### src/hdl/hhoc_pkg.sv
// Package for the heading hold block: item and result words, register codes,
// CORDIC vector type and the arctangent table. No dependencies.
package hhoc_pkg;

	localparam int VW = 56;  // CORDIC x/y width (inputs pre-scaled by 2^20)
	localparam int AW = 32;  // angle width, Q3.28 radians
	localparam int PRE_SHIFT = 20;

	localparam logic signed [AW-1:0] ANG_PI      = 32'sd843314857;
	localparam logic signed [AW-1:0] ANG_HALF_PI = 32'sd421657428;

	// configuration register indexes
	typedef enum logic [2:0] {
		REG_ENABLE   = 3'd0,
		REG_CENTER_X = 3'd1,
		REG_CENTER_Y = 3'd2,
		REG_GAIN     = 3'd3,
		REG_MAX_RATE = 3'd4
	} reg_idx_t;

	typedef struct packed {
		logic signed [15:0] cmd_yaw_rate;
		logic signed [31:0] robot_x;
		logic signed [31:0] robot_y;
		logic signed [15:0] quat_x;
		logic signed [15:0] quat_y;
		logic signed [15:0] quat_z;
		logic signed [15:0] quat_w;
		logic               pose_valid;
	} item_t;

	typedef struct packed {
		logic signed [15:0] yaw_rate_out;
		logic               steered;
	} result_t;

	typedef struct packed {
		logic signed [VW-1:0] x;
		logic signed [VW-1:0] y;
		logic signed [AW-1:0] z;
	} cordic_vec_t;

	// side information that travels alongside the CORDIC pipeline
	typedef struct packed {
		logic               steer;
		logic signed [15:0] cmd;
		logic               yaw_zero;
		logic               brg_zero;
	} side_t;

	// arctangent of 2^-i, Q3.28
	function automatic logic signed [AW-1:0] atan_lut(input logic [4:0] i);
		logic signed [AW-1:0] r;
		case (i)
			5'd0:  r = 32'sd210828714;
			5'd1:  r = 32'sd124459457;
			5'd2:  r = 32'sd65760959;
			5'd3:  r = 32'sd33381290;
			5'd4:  r = 32'sd16755422;
			5'd5:  r = 32'sd8385879;
			5'd6:  r = 32'sd4193963;
			5'd7:  r = 32'sd2097109;
			5'd8:  r = 32'sd1048571;
			5'd9:  r = 32'sd524287;
			5'd10: r = 32'sd262144;
			5'd11: r = 32'sd131072;
			5'd12: r = 32'sd65536;
			5'd13: r = 32'sd32768;
			5'd14: r = 32'sd16384;
			5'd15: r = 32'sd8192;
			5'd16: r = 32'sd4096;
			5'd17: r = 32'sd2048;
			5'd18: r = 32'sd1024;
			5'd19: r = 32'sd512;
			5'd20: r = 32'sd256;
			5'd21: r = 32'sd128;
			5'd22: r = 32'sd64;
			5'd23: r = 32'sd32;
			default: r = '0;
		endcase
		return r;
	endfunction

	// move a left half-plane vector into the right half-plane
	function automatic cordic_vec_t pre_rotate(input logic signed [VW-1:0] x,
			input logic signed [VW-1:0] y);
		cordic_vec_t v;
		v.x = x;
		v.y = y;
		v.z = '0;
		if (x < 0) begin
			if (y >= 0) begin
				v.x = y;
				v.y = -x;
				v.z = ANG_HALF_PI;
			end else begin
				v.x = -y;
				v.y = x;
				v.z = -ANG_HALF_PI;
			end
		end
		return v;
	endfunction

endpackage

### src/hdl/hhoc_cordic_stage.sv
// One registered vectoring CORDIC micro-rotation.
// Depends on hhoc_pkg.
module hhoc_cordic_stage import hhoc_pkg::*; #(
	parameter int STEP = 0
) (
	input  logic        clk,
	input  cordic_vec_t vin,
	output cordic_vec_t vout_s1
);

	localparam logic signed [AW-1:0] ATAN = atan_lut(5'(STEP));

	logic signed [VW-1:0] xs, ys;

	assign xs = vin.x >>> STEP;
	assign ys = vin.y >>> STEP;

	// rotate towards y = 0
	always_ff @(posedge clk) begin
		if (vin.y > 0) begin
			vout_s1.x <= vin.x + ys;
			vout_s1.y <= vin.y - xs;
			vout_s1.z <= vin.z + ATAN;
		end else begin
			vout_s1.x <= vin.x - ys;
			vout_s1.y <= vin.y + xs;
			vout_s1.z <= vin.z - ATAN;
		end
	end

endmodule

### config.mk
export PLATFORM = sky130hd
export DESIGN_NAME = hhoc_cordic_stage
export DESIGN_NICKNAME = d
export VERILOG_FILES = /design/src/hdl/hhoc_pkg.sv /design/src/hdl/hhoc_cordic_stage.sv
export SDC_FILE = /design/constraint.sdc
export NUM_CORES = 1
export LEC_CHECK = 0
export BUFFER_PORTS_ARGS = -buffer_cell sky130_fd_sc_hd__buf_4
export CELL_PAD_IN_SITES_DETAIL_PLACEMENT = 1
export CELL_PAD_IN_SITES_GLOBAL_PLACEMENT = 1
export CORE_AREA = 3 3 194 196
export DETAILED_ROUTE_END_ITERATION = 8
export DIE_AREA = 0 0 197 199
export PLACE_DENSITY_LB_ADDON = 0.1
export SLEW_MARGIN = 20
export SYNTH_ARGS = -nofsm -noshare
export SYNTH_HDL_FRONTEND = slang
export SYNTH_SLANG_ARGS = --single-unit
### constraint.sdc
create_clock -name clk -period 7.45 [get_ports clk]
set_input_delay 1.1175 -clock clk [delete_from_list [all_inputs] [get_ports clk]]
set_output_delay 1.1175 -clock clk [all_outputs]
set_load 0.03 [all_outputs]
==> tab_implementation.tex <==
\begin{tabular}{lr}
\hline
Metric & Value \\
\hline
\multicolumn{2}{l}{\textbf{Run status}} \\
\quad Outcome & complete, no violations \\
\multicolumn{2}{l}{\textbf{Synth}} \\
\quad Average footprint of a synthesized cell & 7.46 um2 \\
\quad Post-synthesis instance total & 1979 \\
\quad Yosys warning count & 0 \\
\quad Mapped cell area & 14800 um2 \\
\quad Most used DFF post-synth & sky130\_fd\_sc\_hd\_\_dfxtp\_1 \\
\quad Area fraction in and, or, nand and nor cells after synthesis & 17.3\% \\
\quad XOR/XNOR Fraction of Synth Area & 8.01\% \\
\quad Synth Area in Adders & 17.0\% \\
\quad Post-synth EDFFs & 0 \\
\quad Share of the synthesized area in compound gates (AO/OA/AOI/OAI) & 29.2\% \\
\quad Post-Syn Nets & 2322 \\
\quad Share of cell area taken by muxes after synthesis & 1.70\% \\
\quad Post-synth cell types & 89 \\
\quad Sequential fraction of the synthesis area & 19.4\% \\
\quad Share of flip-flops with an asynchronous set or reset & 0\% \\
\quad Main combinational cell family by area after synthesis & compound AO/OA/AOI/OAI gates \\
\quad Register bit count reported by yosys & 143 \\
\multicolumn{2}{l}{\textbf{Pwr}} \\
\quad Combinational fraction of design power & 50.0\% \\
\quad Cell Int Power & 2.11 mW \\
\quad Part of the total power dissipated in sequential elements & 26.5\% \\
\quad Max IR drop VDD & 0.171 mV \\
\quad Switch share & 45.0\% \\
\quad Proportion of power drawn by the clock network & 23.5\% \\
\quad Switching power summed over all nets & 1.72 mW \\
\quad Power per standard cell area & 215 nW/um2 \\
\quad Leak Pwr & 8.20 nW \\
\multicolumn{2}{l}{\textbf{Drt}} \\
\quad 1st-pass router iterations & 7 \\
\quad Initial drt markers & 1336 \\
\quad Remaining design rule violation count & 0 \\
\quad Average wire per standard cell & 24.1 um \\
\quad Total detailed-routing wirelength & 64800 um \\
\quad Count of vias placed by the detailed router & 16100 \\
\quad Antenna-violating nets left & 0 \\
\quad Routed vias/inst & 5.98 \\
\multicolumn{2}{l}{\textbf{Floorplan}} \\
\quad Starting density of the core & 40.7\% \\
\quad X dimension of the die & 197 um \\
\quad Number of standard-cell rows in the floorplan & 70 \\
\quad I/O Pins & 289 \\
\quad Vert. Die Dim & 199 um \\
\quad Area of the placeable core & 36300 um2 \\
\quad Die area & 39200 um2 \\
\multicolumn{2}{l}{\textbf{Placement}} \\
\quad IO Port Bufs & 288 \\
\quad Half-perimeter wire length after placement & 52500 um \\
\quad Global placer's final weighted congestion & 0.955 \\
\multicolumn{2}{l}{\textbf{Global routing}} \\
\quad Number of antenna violations at the first check in global routing & 6 \\
\quad Total global routing track utilization & 32.1\% \\
\quad Pin count of the biggest net entering global routing & 90 \\
\quad Wire length of the first global-routing pass & 97700 um \\
\quad Via count of the first global-routing pass & 16700 \\
\quad Total gr overflow & 0 \\
\multicolumn{2}{l}{\textbf{CTS}} \\
\quad Buffers inserted during post-CTS setup optimization & 0 \\
\quad Sink count of the clock tree & 143 \\
\quad Root buffer selected by CTS & sky130\_fd\_sc\_hd\_\_clkbuf\_16 \\
\quad Number of H-tree branching levels & 4 \\
\quad CTS tree & yes \\
\quad Hold-fix buffer count after cts & 0 \\
\quad Total CTS buffers & 17 \\
\quad Number of gates resized after CTS & 0 \\
\quad Buffers from clock root to sink, at most & 2 \\
\quad Clock input transition at the sequential cells of the worst setup and hold paths & 0.07 ns \\
\multicolumn{2}{l}{\textbf{Final layout}} \\
\quad Ratio of cells with drive above 1 in the final layout & 16.3\% \\
\quad Filler cells & 4601 \\
\quad Post-layout nets & 2546 \\
\quad Flip-flop count of the largest register, all copies and words added & 143 \\
\quad Leading registers by flop count & vout\_s1 x143 \\
\quad Synthesis-to-finish area growth & 20.4\% \\
\quad Top reg by flops & vout\_s1 \\
\multicolumn{2}{l}{\textbf{STA}} \\
\quad RSZ-0062 raised after global routing & no \\
\quad Count of pins over their slew limit & 0 \\
\quad Worst-margin pin slew & 1.15 ns \\
\quad Worst-case headroom to the max-slew limit & 23.6\% \\
\quad Min Hold Slack & 0.754 ns \\
\quad Summed negative setup slack over all endpoints & 0 ns \\
\quad Count of endpoints failing hold in the final timing report & 0 \\
\quad Setup Viol. Count Final & 0 \\
\quad Maximum clock frequency & 167 MHz \\
\quad Final min period & 5.99 ns \\
\quad Portion of the clock cycle consumed by the worst path in the final layout & 80.4\% \\
\multicolumn{2}{l}{\textbf{Critical path}} \\
\quad Slowest cell delay on critical path & 0.72 ns \\
\quad Most prevalent standard cell on the critical path & sky130\_fd\_sc\_hd\_\_o21ai\_1 \\
\quad Startpoint kind of the worst setup timing path & primary input \\
\quad Largest fanout of any net on the critical path & 48 \\
\quad Crit. End Element & flop \\
\quad Max stage delay cell, worst path & sky130\_fd\_sc\_hd\_\_nor4\_1 \\
\quad Worst Path Required & 7.79 ns \\
\quad Setup Crit Path Kind & in -> reg \\
\quad Critical path cell sequence & buf\_4 > nor4\_1 > nand4\_1 > nor4\_1 > or2\_4 > inv\_4 > fa\_1 > nor2b\_1 > o21ai\_1 > a21boi\_0 > nor2\_1 > o21ai\_1 > a31oi\_1 > o21ai\_1 > a31oi\_1 > o211ai\_1 > or3b\_2 \\
\quad Arrival @ worst endpoint & 6.33 ns \\
\multicolumn{2}{l}{\textbf{Hold path}} \\
\quad Count of cells along the worst hold path & 1 \\
\quad Class of the tightest hold or removal check & in -> reg \\
\multicolumn{2}{l}{\textbf{Flow run}} \\
\quad Max-Cap Viols & 0 \\
\hline
\end{tabular}
==> synthesized netlist by cell type (all sizes together) (7+ instances only) <==
cell	number	area share, %
a221oi	9	0.62
inv	184	4.7
nand2	100	2.6
o211ai	19	1.0
a211o	8	0.47
xnor2	125	7.4
a21boi	11	0.58
dfxtp	143	19
buf	41	1.4
o21bai	64	3.3
nand3	39	1.3
and2	7	0.30
a211oi	17	0.86
nand4	39	1.7
nor2	171	4.3
ha	194	16
a31oi	18	0.76
o21ai	115	3.9
nor4	39	1.7
and3	9	0.38
o21a	11	0.56
or2	10	0.42
or3	10	0.42
a21oi	262	8.9
o22ai	7	0.30
nor3	44	1.5
a21o	58	3.0
xor2	10	0.59
mux2i	25	1.7
clkbuf	46	1.2
nand2b	13	0.55
nor2b	20	0.85
o31ai	20	1.1
==> worst paths after layout <==
path,startpoint,end,slack (ns)
hold / removal,vin[0],vout_s1[0]$_DFF_P_,0.75
setup / recovery,vin[73],vout_s1[25]$_DFF_P_,1.46
==> worst max-delay path: cells and delay by family <==
kind,cells,cell delay (ns)
buf+inv,2,0.46
fa+ha+maj,1,0.51
simple gates,7,2.44
compound gates,7,1.74
==> kinds of logic (layout without fill, tap and decap cells) <==
family	Yosys count	after routing
DFF	143	143
muxes	25	25
and+or+nand+nor	521	521
other	0	7
AOI/OAI and AO/OA	681	681
adders and majority gates	198	198
buffers and inverters	276	513
xor gates and xnor gates	135	135
==> routing by layer <==
layer | share of wire, % | vias up | global-route usage [%] | wire length, um
li1 | - | 7501 | - | -
met4 | 4.4 | 0 | 14.4 | 2850
met3 | 5.7 | 136 | 5.44 | 3690
met1 | 41 | 7824 | 39.3 | 26800
met2 | 49 | 626 | 55.5 | 31500
met5 | 0 | - | 0 | 0
==> area by class of cell <==
| class | count | area [um2] | area share, % |
|---|---|---|---|
| multi-input combinational | 1560 | 10800 | 60.9 |
| sequential | 143 | 2860 | 16.1 |
| timing repair buffer | 292 | 2190 | 12.3 |
| inverter | 189 | 712 | 4.01 |
| tap | 468 | 586 | 3.29 |
| clock buffer | 18 | 439 | 2.47 |
| clock inverter | 14 | 148 | 0.831 |
| antenna | 7 | 17.5 | 0.0986 |
==> power by group through the flow <==
stage / clock, mW / combinational [mW] / sequential, mW
6_report: 0.901 / 1.91 / 1.02
3_5_place_dp: 0 / 1.89 / 1.03
5_1_grt: 0.946 / 2.04 / 1.03
4_1_cts: 0.917 / 1.90 / 1.02
2_1_floorplan: 0 / 0.811 / 1.39
3_3_place_gp: 0 / 1.87 / 1.03
==> stage by stage <==
| step | setup WS [ns] | power [mW] | area [um2] | util (%) | instances |
|---|---|---|---|---|---|
| after floorplan | 1.96 | 2.20 | 14800 | - | 1979 |
| after global placement | 1.30 | 2.90 | 17200 | 47.3 | 2652 |
| after detailed placement | 1.06 | 2.92 | 17200 | 47.3 | 2652 |
| after CTS | 1.55 | 3.84 | 17800 | 49.0 | 2684 |
| after global routing | 1.11 | 4.02 | 17800 | 49.0 | 2689 |
| final | 1.46 | 3.83 | 17800 | 49.0 | 2691 |
==> layout by cell type (no fill, tap or decap), drive strengths merged, types with 8 or more instances in the layout <==
cell,synthesis,final
and3,9,9
a211o,8,8
a21o,58,58
buf,41,292
clkbuf,46,18
dfxtp,143,143
xnor2,125,125
ha,194,194
clkinv,5,10
or3,10,10
nand4,39,39
a31oi,18,18
o211ai,19,19
mux2i,25,25
o21ai,115,115
o21bai,64,64
a221oi,9,9
a21oi,262,262
nand2,100,100
xor2,10,10
inv,184,190
nor3,44,44
nor4,39,39
o21a,11,11
nand3,39,39
o31ai,20,20
nor2,171,171
a21boi,11,11
a211oi,17,17
nand2b,13,13
nor2b,20,20
or2,10,10
Power figures use the tool's default switching activity.
